$ cat src/design/ppa_pkg.sv
// shared types, codes and a helper function for the peripheral pool allocator
package ppa_pkg;

  // largest pool any instance may have, and width of a unit count over it
  localparam int MAX_POOL = 16;
  localparam int CNT_W    = 5;
  // width of the request counts and of the unit fields on the ports
  localparam int WANT_W   = 4;
  localparam int UNIT_W   = 8;
  localparam int ID_W     = 8;

  typedef enum logic {
    OP_ALLOC   = 1'b0,
    OP_RELEASE = 1'b1
  } op_t;

  typedef enum logic [1:0] {
    ST_GRANT   = 2'd0,
    ST_REFUSE  = 2'd1,
    ST_RELEASE = 2'd2
  } status_t;

  // commit strobes from the top level to one pool
  typedef struct packed {
    logic grab;
    logic release_all;
  } pool_cmd_t;

  // what one pool reports for the item under work
  typedef struct packed {
    logic                enough;
    logic [MAX_POOL-1:0] grab_units;
    logic [MAX_POOL-1:0] rel_units;
  } pool_res_t;

  function automatic logic [CNT_W-1:0] count_ones(input logic [MAX_POOL-1:0] v);
    logic [CNT_W-1:0] n;
    n = '0;
    for (int k = 0; k < MAX_POOL; k++) begin
      n = n + CNT_W'(v[k]);
    end
    return n;
  endfunction

endpackage

$ cat src/design/ppa_pool.sv
// one device pool: busy marks, owner ids, free check, first-free pick, owner match
module ppa_pool #(
  parameter int SIZE       = 8,
  parameter int OWNER_BITS = 8
) (
  input  logic                          clk,
  input  logic                          rst,
  input  ppa_pkg::pool_cmd_t            cmd,
  input  logic [ppa_pkg::WANT_W-1:0]    want,
  input  logic [OWNER_BITS-1:0]         who,
  output ppa_pkg::pool_res_t            res
);

  logic [SIZE-1:0]           busy;
  logic [OWNER_BITS-1:0]     owner [SIZE];
  logic [SIZE-1:0]           free_units;
  logic [SIZE-1:0]           grab_mask;
  logic [SIZE-1:0]           rel_mask;
  logic [ppa_pkg::CNT_W-1:0] free_cnt;
  logic [ppa_pkg::CNT_W-1:0] want_cnt;
  logic [ppa_pkg::MAX_POOL-1:0] free_wide;

  assign free_units = ~busy;
  assign want_cnt   = ppa_pkg::CNT_W'(want);

  always_comb begin
    free_wide = '0;
    free_wide[SIZE-1:0] = free_units;
  end

  assign free_cnt = ppa_pkg::count_ones(free_wide);

  // unit i is taken when it is free and fewer than want free units lie below it
  for (genvar i = 0; i < SIZE; i++) begin : g_unit
    logic [SIZE-1:0]              below;
    logic [ppa_pkg::MAX_POOL-1:0] below_wide;
    logic [ppa_pkg::CNT_W-1:0]    rank;

    assign below = free_units & ((SIZE'(1) << i) - SIZE'(1));

    always_comb begin
      below_wide = '0;
      below_wide[SIZE-1:0] = below;
    end

    assign rank         = ppa_pkg::count_ones(below_wide);
    assign grab_mask[i] = free_units[i] && (rank < want_cnt);
    assign rel_mask[i]  = busy[i] && (owner[i] == who);
  end

  always_comb begin
    res = '0;
    res.enough = (want == '0) || (free_cnt >= want_cnt);
    res.grab_units[SIZE-1:0] = grab_mask;
    res.rel_units[SIZE-1:0]  = rel_mask;
  end

  always_ff @(posedge clk) begin
    if (rst) begin
      busy <= '0;
    end else if (cmd.grab) begin
      busy <= busy | grab_mask;
    end else if (cmd.release_all) begin
      busy <= busy & ~rel_mask;
    end
  end

  // owner ids are payload; only read while the busy mark is set
  always_ff @(posedge clk) begin
    for (int k = 0; k < SIZE; k++) begin
      if (cmd.grab && grab_mask[k]) begin
        owner[k] <= who;
      end
    end
  end

endmodule

$ cat src/design/peripheral_pool_allocator.sv
// top level of the all-or-nothing peripheral pool allocator
// Takes one request per cycle while out_ready keeps results draining, and returns
// exactly one result per request: the request is captured in an input register,
// checked and committed against the four pools once the output register is empty
// or drains, and the result sits in an output register until its transfer. An
// allocate request is granted only when every pool asked for a nonzero count has
// that many free units; then the lowest-indexed free units of each pool are marked
// for the owner, otherwise nothing changes. A release request frees every unit the
// owner holds in all pools. The unit fields show units zero to seven of each pool.
// The state of all pools lives in flip-flops, so free counts, unit picks and owner
// matches for a request finish in the commit cycle and the next request sees the
// updated pools. in_ready follows out_ready in the same cycle when both registers
// are full; there is no clearing pass after reset.
module peripheral_pool_allocator #(
  parameter int CD_POOL      = 8,
  parameter int MODEM_POOL   = 8,
  parameter int PRINTER_POOL = 8,
  parameter int SCANNER_POOL = 8,
  parameter int OWNER_BITS   = 8
) (
  input  logic                        clk,
  input  logic                        rst,
  // request channel
  input  logic                        in_valid,
  output logic                        in_ready,
  input  logic                        op,
  input  logic [ppa_pkg::ID_W-1:0]    owner_id,
  input  logic [ppa_pkg::WANT_W-1:0]  want_cds,
  input  logic [ppa_pkg::WANT_W-1:0]  want_modems,
  input  logic [ppa_pkg::WANT_W-1:0]  want_printers,
  input  logic [ppa_pkg::WANT_W-1:0]  want_scanners,
  // result channel
  output logic                        out_valid,
  input  logic                        out_ready,
  output logic [1:0]                  status,
  output logic [ppa_pkg::UNIT_W-1:0]  cd_units,
  output logic [ppa_pkg::UNIT_W-1:0]  modem_units,
  output logic [ppa_pkg::UNIT_W-1:0]  printer_units,
  output logic [ppa_pkg::UNIT_W-1:0]  scanner_units
);

  // input register: request waiting for its commit cycle
  logic                       s1_valid;
  ppa_pkg::op_t               s1_op;
  logic [OWNER_BITS-1:0]      s1_owner;
  logic [ppa_pkg::WANT_W-1:0] s1_want_cd;
  logic [ppa_pkg::WANT_W-1:0] s1_want_modem;
  logic [ppa_pkg::WANT_W-1:0] s1_want_printer;
  logic [ppa_pkg::WANT_W-1:0] s1_want_scanner;

  // output register
  ppa_pkg::status_t           status_q;
  logic [ppa_pkg::UNIT_W-1:0] cd_q;
  logic [ppa_pkg::UNIT_W-1:0] modem_q;
  logic [ppa_pkg::UNIT_W-1:0] printer_q;
  logic [ppa_pkg::UNIT_W-1:0] scanner_q;

  ppa_pkg::pool_cmd_t cmd;
  ppa_pkg::pool_res_t cd_res;
  ppa_pkg::pool_res_t modem_res;
  ppa_pkg::pool_res_t printer_res;
  ppa_pkg::pool_res_t scanner_res;

  logic             advance;
  logic             grant_ok;
  ppa_pkg::status_t status_next;
  logic [ppa_pkg::MAX_POOL-1:0] cd_sel;
  logic [ppa_pkg::MAX_POOL-1:0] modem_sel;
  logic [ppa_pkg::MAX_POOL-1:0] printer_sel;
  logic [ppa_pkg::MAX_POOL-1:0] scanner_sel;

  // commit when the output register is empty or drains this cycle
  assign advance  = s1_valid && (!out_valid || out_ready);
  assign in_ready = !s1_valid || advance;

  // all-or-nothing: every pool must have room
  assign grant_ok = cd_res.enough && modem_res.enough &&
                    printer_res.enough && scanner_res.enough;

  assign cmd.grab        = advance && (s1_op == ppa_pkg::OP_ALLOC) && grant_ok;
  assign cmd.release_all = advance && (s1_op == ppa_pkg::OP_RELEASE);

  ppa_pool #(.SIZE(CD_POOL), .OWNER_BITS(OWNER_BITS)) u_cd (
    .clk(clk), .rst(rst), .cmd(cmd), .want(s1_want_cd), .who(s1_owner), .res(cd_res)
  );

  ppa_pool #(.SIZE(MODEM_POOL), .OWNER_BITS(OWNER_BITS)) u_modem (
    .clk(clk), .rst(rst), .cmd(cmd), .want(s1_want_modem), .who(s1_owner),
    .res(modem_res)
  );

  ppa_pool #(.SIZE(PRINTER_POOL), .OWNER_BITS(OWNER_BITS)) u_printer (
    .clk(clk), .rst(rst), .cmd(cmd), .want(s1_want_printer), .who(s1_owner),
    .res(printer_res)
  );

  ppa_pool #(.SIZE(SCANNER_POOL), .OWNER_BITS(OWNER_BITS)) u_scanner (
    .clk(clk), .rst(rst), .cmd(cmd), .want(s1_want_scanner), .who(s1_owner),
    .res(scanner_res)
  );

  // pick the unit masks and status for the result
  always_comb begin
    cd_sel      = '0;
    modem_sel   = '0;
    printer_sel = '0;
    scanner_sel = '0;
    if (s1_op == ppa_pkg::OP_RELEASE) begin
      status_next = ppa_pkg::ST_RELEASE;
      cd_sel      = cd_res.rel_units;
      modem_sel   = modem_res.rel_units;
      printer_sel = printer_res.rel_units;
      scanner_sel = scanner_res.rel_units;
    end else if (grant_ok) begin
      status_next = ppa_pkg::ST_GRANT;
      cd_sel      = cd_res.grab_units;
      modem_sel   = modem_res.grab_units;
      printer_sel = printer_res.grab_units;
      scanner_sel = scanner_res.grab_units;
    end else begin
      // refused: nothing taken, nothing shown
      status_next = ppa_pkg::ST_REFUSE;
    end
  end

  // control: input and output valid flags
  always_ff @(posedge clk) begin
    if (rst) begin
      s1_valid  <= 1'b0;
      out_valid <= 1'b0;
    end else begin
      if (in_ready) begin
        s1_valid <= in_valid;
      end
      if (advance) begin
        out_valid <= 1'b1;
      end else if (out_ready) begin
        out_valid <= 1'b0;
      end
    end
  end

  // input register payload, loaded on each input transfer
  always_ff @(posedge clk) begin
    if (in_valid && in_ready) begin
      s1_op           <= ppa_pkg::op_t'(op);
      s1_owner        <= OWNER_BITS'(owner_id);
      s1_want_cd      <= want_cds;
      s1_want_modem   <= want_modems;
      s1_want_printer <= want_printers;
      s1_want_scanner <= want_scanners;
    end
  end

  // result register payload, loaded in the commit cycle
  always_ff @(posedge clk) begin
    if (advance) begin
      status_q  <= status_next;
      cd_q      <= cd_sel[ppa_pkg::UNIT_W-1:0];
      modem_q   <= modem_sel[ppa_pkg::UNIT_W-1:0];
      printer_q <= printer_sel[ppa_pkg::UNIT_W-1:0];
      scanner_q <= scanner_sel[ppa_pkg::UNIT_W-1:0];
    end
  end

  assign status        = status_q;
  assign cd_units      = cd_q;
  assign modem_units   = modem_q;
  assign printer_units = printer_q;
  assign scanner_units = scanner_q;

  // a refused request shows no units
  a_refuse_empty: assert property (@(posedge clk) disable iff (rst)
    (out_valid && (status_q == ppa_pkg::ST_REFUSE)) |->
      ((cd_q == '0) && (modem_q == '0) && (printer_q == '0) && (scanner_q == '0)))
    else $error("refused result carries units");

  // a grant takes exactly the requested count from each pool
  a_grant_count: assert property (@(posedge clk) disable iff (rst)
    cmd.grab |->
      (($countones(cd_res.grab_units) == ppa_pkg::CNT_W'(s1_want_cd)) &&
       ($countones(modem_res.grab_units) == ppa_pkg::CNT_W'(s1_want_modem)) &&
       ($countones(printer_res.grab_units) == ppa_pkg::CNT_W'(s1_want_printer)) &&
       ($countones(scanner_res.grab_units) == ppa_pkg::CNT_W'(s1_want_scanner))))
    else $error("granted unit count differs from request");

  // a request blocked by a full output register keeps its payload
  a_hold_s1: assert property (@(posedge clk) disable iff (rst)
    (s1_valid && !advance) |=> (s1_valid && $stable(s1_owner) && $stable(s1_op)))
    else $error("stalled request changed");

  // a result waiting for its transfer is not overwritten
  a_hold_out: assert property (@(posedge clk) disable iff (rst)
    (out_valid && !out_ready) |-> !advance)
    else $error("pending result overwritten");

endmodule

$ cat config.mk
export PLATFORM = sky130hd
export DESIGN_NAME = peripheral_pool_allocator
export DESIGN_NICKNAME = d
export VERILOG_FILES = /design/src/design/ppa_pkg.sv /design/src/design/ppa_pool.sv /design/src/design/peripheral_pool_allocator.sv
export SDC_FILE = /design/constraint.sdc
export NUM_CORES = 1
export LEC_CHECK = 0
export ABC_AREA = 1
export ABC_CLOCK_PERIOD_IN_PS = 4600
export BUFFER_PORTS_ARGS = -buffer_cell sky130_fd_sc_hd__buf_2
export CAP_MARGIN = 10
export CORE_UTILIZATION = 35
export DETAILED_ROUTE_END_ITERATION = 8
export SLEW_MARGIN = 10
export SYNTH_ARGS = -nofsm -noshare
export SYNTH_HDL_FRONTEND = slang
export SYNTH_SLANG_ARGS = --single-unit
$ cat constraint.sdc
create_clock -name clk -period 4.6 [get_ports clk]
set_input_delay 0.92 -clock clk [delete_from_list [all_inputs] [get_ports clk]]
set_output_delay 0.92 -clock clk [all_outputs]
set_load 0.005 [all_outputs]
-- After elaboration in Yosys (flattened, before gate mapping)
Memories as Yosys holds them, arrays and structs flattened.
Index checks and enable logic that the tools add are counted.
Widths: inputs -> output; s select.
- register bits after elaboration: 93
- bits in latches: 0
- RAM bits: 256
- bits in read-only memories: 0
- bits of input ports: 29
- memories kept: 4
- add/subtract/negate cells: 28
- multiply operators: 0
- divide/modulo/power cells: 0
- magnitude comparators: 36
- equal/unequal tests: 32
- shift-type cells: 0
- multiplexer cells: 83
- bitwise logic cells: 17
- reductions and logical operators: 118
- memories (name ; words ; width ; read ports ; clocked after memory_dff ; wr ports ; RTL line ; RTL):
    u_cd.owner ; 8 ; 8 ; 8 ; 0 ; 8 ; ppa_pool.sv:15 ; logic [OWNER_BITS-1:0] owner [SIZE];
    u_modem.owner ; 8 ; 8 ; 8 ; 0 ; 8 ; ppa_pool.sv:15 ;
    u_printer.owner ; 8 ; 8 ; 8 ; 0 ; 8 ; ppa_pool.sv:15 ;
    u_scanner.owner ; 8 ; 8 ; 8 ; 0 ; 8 ; ppa_pool.sv:15 ;
- operators with widths (kind ; count):
    $eq 8x8->1 ; 32
    $mux 8 ; 16
    $add 5x1->5 ; 24
    $lt 5x4->1 ; 24
    $logic_and 1x1->1 ; 104
    $mux 1 ; 67
    $not 8->8 ; 8
    $and 8x8->8 ; 4
    $or 8x8->8 ; 4
    $ge 5x4->1 ; 4
    $logic_not 4->1 ; 4
    $lt 1x4->1 ; 4
    $lt 1x4->1 const A ; 4
    $add 1x1->2 ; 4
    $logic_or 1x1->1 ; 6
    $reduce_bool 2->1 ; 2
    $logic_not 1->1 ; 2
    $not 1->1 ; 1

-- Longest topological paths before layout
- depth after elaboration: 17
- depth in mapped cells: 30
- gate-level depth less buffers: 29

-- Hierarchy
From an unflattened synthesis, not the netlist that was laid out.
- cells, all modules: 1827
- area total of the unflattened synthesis: 19532.5 um2
- by module, submodules not included (module ; times used ; cells an instance ; area an instance (um2) ; seq. area each (um2)):
    ppa_pool at u_scanner ; 1 ; 410 ; 4282.9 ; 2082.0
    ppa_pool at u_printer ; 1 ; 410 ; 4281.6 ; 2082.0
    ppa_pool at u_modem ; 1 ; 402 ; 4266.6 ; 2082.0
    ppa_pool at u_cd ; 1 ; 420 ; 4261.6 ; 2082.0
    peripheral_pool_allocator ; 1 ; 185 ; 2439.8 ; 1811.7

-- Least setup slack after synthesis
OpenSTA, ideal clock, no wires.
- kind: register -> register
- start: register u_scanner.busy[2]
- end: memory u_modem.owner[0][0] (enable)
- setup time: 0.383 ns
- data arrival time: 4.443 ns
- required time: 4.217 ns
- setup slack: -0.227 ns
- stages on the path, launching flop included: 19
- path buffers: 0
- period minus slack after synthesis: 4.827 ns
- path through: dfxtp_1 inv_1 fa_1 ha_1 fa_1 ha_1 ha_1 ha_1 ha_1 ha_1 a21boi_0 o21ai_0 nand2_1 a211oi_1 nand2_1 nand2_1 clkinv_2 nand3_4 nor3_1
- RTL lines (what ; RTL line ; RTL):
    start: declaration ; ppa_pool.sv:14 ; logic [SIZE-1:0] busy;
    start signal: assignment ; ppa_pool.sv:62 ; busy <= busy | grab_mask;
    start signal: assignment ; ppa_pool.sv:64 ; busy <= busy & ~rel_mask;
    end: declaration ; ppa_pool.sv:15 ;

==> results.json <==
{
  "period_share": 1.01,
  "grt_pass1_wl_um": 75000,
  "layout-drive-gt1-share": 0.283,
  "syn-num-nets": 1992,
  "synth_xor_area_frac": 0.0849,
  "path_max_fanout": 8,
  "clk_latency_ns": 0.56,
  "synthAdderAreaFrac": 0.0857,
  "ctsHoldBuffers": 0,
  "crit_required_ns": 4.83,
  "synth_common_cells": "edfxtp_1, nand2_1, inv_1, nor2_1, ha_1",
  "cts.clk_slew.worst_paths_ns": 0.06,
  "synth_top_family_by_area": "simple AND/OR/NAND/NOR gates",
  "dp_slack_ns": -0.561,
  "worst_hold_slack_ns": 0.499,
  "antenna_cells": 0,
  "synth_compound_area_frac": 0.0621,
  "grt-ovfl-total": 0,
  "firstDrtPassIters": 5,
  "final_cells": 2822,
  "dieWidth_um": 238,
  "hold_violations": 0,
  "period_needed_ns": 4.64,
  "yosys.area.top_type_share": 0.485,
  "synth_edf_count": 315,
  "cts_buffer_depth": 3,
  "synthArstFlopShare": 0,
  "via_count": 13700,
  "critPathArrivalTime_ns": 4.87,
  "initial_core_util": 0.354,
  "drt-total-wl_um": 48800,
  "ctsHtreeMaxLevel": 2,
  "synth_seq_cells": 349,
  "viasPerCell": 4.84,
  "yosys.area.top_type": "edfxtp_1",
  "grt_pass1_vias": 13500,
  "cts_inserted_buffers": 39,
  "min_path_type": "flip-flop to flip-flop",
  "cp_slowest_stage_delay_ns": 0.55,
  "seq_area_frac_synth": 0.520,
  "maxSlewHeadroom": 0.185,
  "syn2layout_area_growth_pct": 22.5,
  "fin_skew_ns": 0.0158,
  "synth.avg_cell_area_sq_um": 10.6,
  "place_hpwl_um": 32200,
  "syn_area_sq_um": 19500,
  "syn_inst": 1833,
  "io_pins": 65,
  "slowest_stage": "fa_1",
  "slew_violations": 0,
  "maxCapViolCount": 0,
  "synth_most_common_cell": "edfxtp_1",
  "postRouteAntennaNets": 0,
  "crit_type": "flip-flop to flip-flop",
  "worst_slack_ns": -0.0351,
  "gp_congestion": 0.853,
  "cp_num_buf_inv": 9,
  "placed_cells": 2715,
  "nets": 2202,
  "wire_per_inst_um": 17.3,
  "violations": "negative setup slack",
  "rsz0062_at_grt": "true",
  "io_buffers": 64,
  "grt_start_max_net_pins": 65,
  "finalSetupViolCount": 25,
  "ys_top_cells_by_area": "edfxtp_1, ha_1, xnor2_1, nand2_1, inv_1",
  "yosysWarnings": 0,
  "core_area_sq_um": 55100,
  "root_buffer": "clkbuf_16",
  "drt_iter0_markers": 633,
  "max_freq_ghz": 0.216,
  "crit_family": "adder cells",
  "synth_cell_type_count": 48,
  "yosys_most_used_dff": "edfxtp_1",
  "track_usage": 0.171,
  "placementRows": 86,
  "clock_sinks": 349,
  "end_kind": "flip-flop",
  "cts_tree": "done",
  "tightest_slew_ns": 1.22,
  "synthMuxAreaShare": 0,
  "status": "finished, violations left",
  "antenna_found_initial": 0,
  "drcViolationCount": 0,
  "synth-simple-area-share": 0.189,
  "dieArea_sq_um": 56700,
  "dieHeight_um": 238,
  "start_kind": "flip-flop"
}
[kinds of logic after synthesis]
family / after synthesis
buffers and inverters: 275
flip-flops: 349
XOR/XNOR: 189
AO/OA/AOI/OAI: 179
adder cells (fa/ha/maj): 130
AND/OR/NAND/NOR: 711
[metal layers]
layer	track usage	vias to the layer above	share of wire
li1	-	6624	-
met1	0.214	6648	0.44
met2	0.299	303	0.49
met3	0.0287	82	0.045
met4	0.0534	0	0.028
met5	0	-	0
[metrics by stage]
step | setup TNS [ns] | utilization | instance area [sq um]
final | -0.332 | 0.434 | 23900
after global routing | -47.51 | 0.434 | 23900
after CTS | -0.480 | 0.423 | 23300
after detailed placement | -130.75 | 0.391 | 21600
after global placement | -109.48 | 0.391 | 21600
after floorplan | -6.70 | - | 19500
[worst reg2reg max path: cells and delay by family (launching register included)]
kind                     cells  cell delay [ns]
AO/OA/AOI/OAI                1             0.07
XOR/XNOR                     1             0.18
adder cells (fa/ha/maj)      5             1.72
buffers and inverters        9             0.85
flip-flops                   1             0.33
AND/OR/NAND/NOR             11             1.17
[final cells by class]
type | instances | area [sq um]
clock buffers | 53 | 1070
clock inverters | 19 | 170
fillers | 5085 | 31200
inverters | 217 | 828
multi-input cells | 1209 | 8940
flip-flops and latches | 349 | 10100
well taps | 748 | 936
repair buffers | 227 | 1810
[state kept, by name, indices dropped and copies added, names as in the netlist, 2 cells and up]
signal           cells
u_printer.busy       8
s1_want_scanner      4
s1_owner             8
u_modem.owner       64
s1_want_cd           4
cd_units             8
scanner_units        8
u_scanner.busy       8
u_scanner.owner     64
u_cd.owner          64
modem_units          8
s1_want_modem        4
u_cd.busy            8
u_printer.owner     64
u_modem.busy         8
s1_want_printer      4
printer_units        8
status               2
[final timing paths]
kind                           from                     to  slack (ns)  cells past startpoint
hold / removal            out_valid              out_valid        0.50                      2
setup / recovery  u_printer.busy[0]  u_scanner.owner[0][7]       -0.04                     27
hold reg to reg           out_valid              out_valid        0.50                      2
setup reg to reg  u_printer.busy[0]  u_scanner.owner[0][7]       -0.04                     27
[what timing repair did]
action / CTS / global route
cloned: 0 / 3
setup endpoints to repair: 321 / 321
pin swaps: 41 / 30
gates resized for setup: 70 / 78
setup buffers: 21 / 14
[layout by cell type (no fill, tap or decap), types with 5 or more instances in the layout]
cell         n
o32ai_1      6
nor2_2       7
clkbuf_1    11
ha_4        20
inv_2       18
clkinv_1     7
and3_1       5
ha_1       100
buf_4      135
o21a_1      13
nand3_1     73
a221oi_1     5
dfxtp_1     30
a2111oi_0   15
o21ai_0     69
a21oi_2     33
nand3_4     21
nand2_1    213
nand2_2     33
and3b_1      8
xnor2_1    106
nor2_4      31
nand4_1     39
buf_2       64
clkinv_2     5
a21oi_1      8
a21o_1       7
edfxtp_1   315
inv_1      194
or2_2       72
buf_6       11
nand2_4     10
nor2_1     154
buf_12      14
nand3_2     30
clkbuf_16   43
xor2_1      82
Power is left out: the tool's default activity adds up to more than one toggle a clock period on the data nets, which glitch-free logic cannot reach.
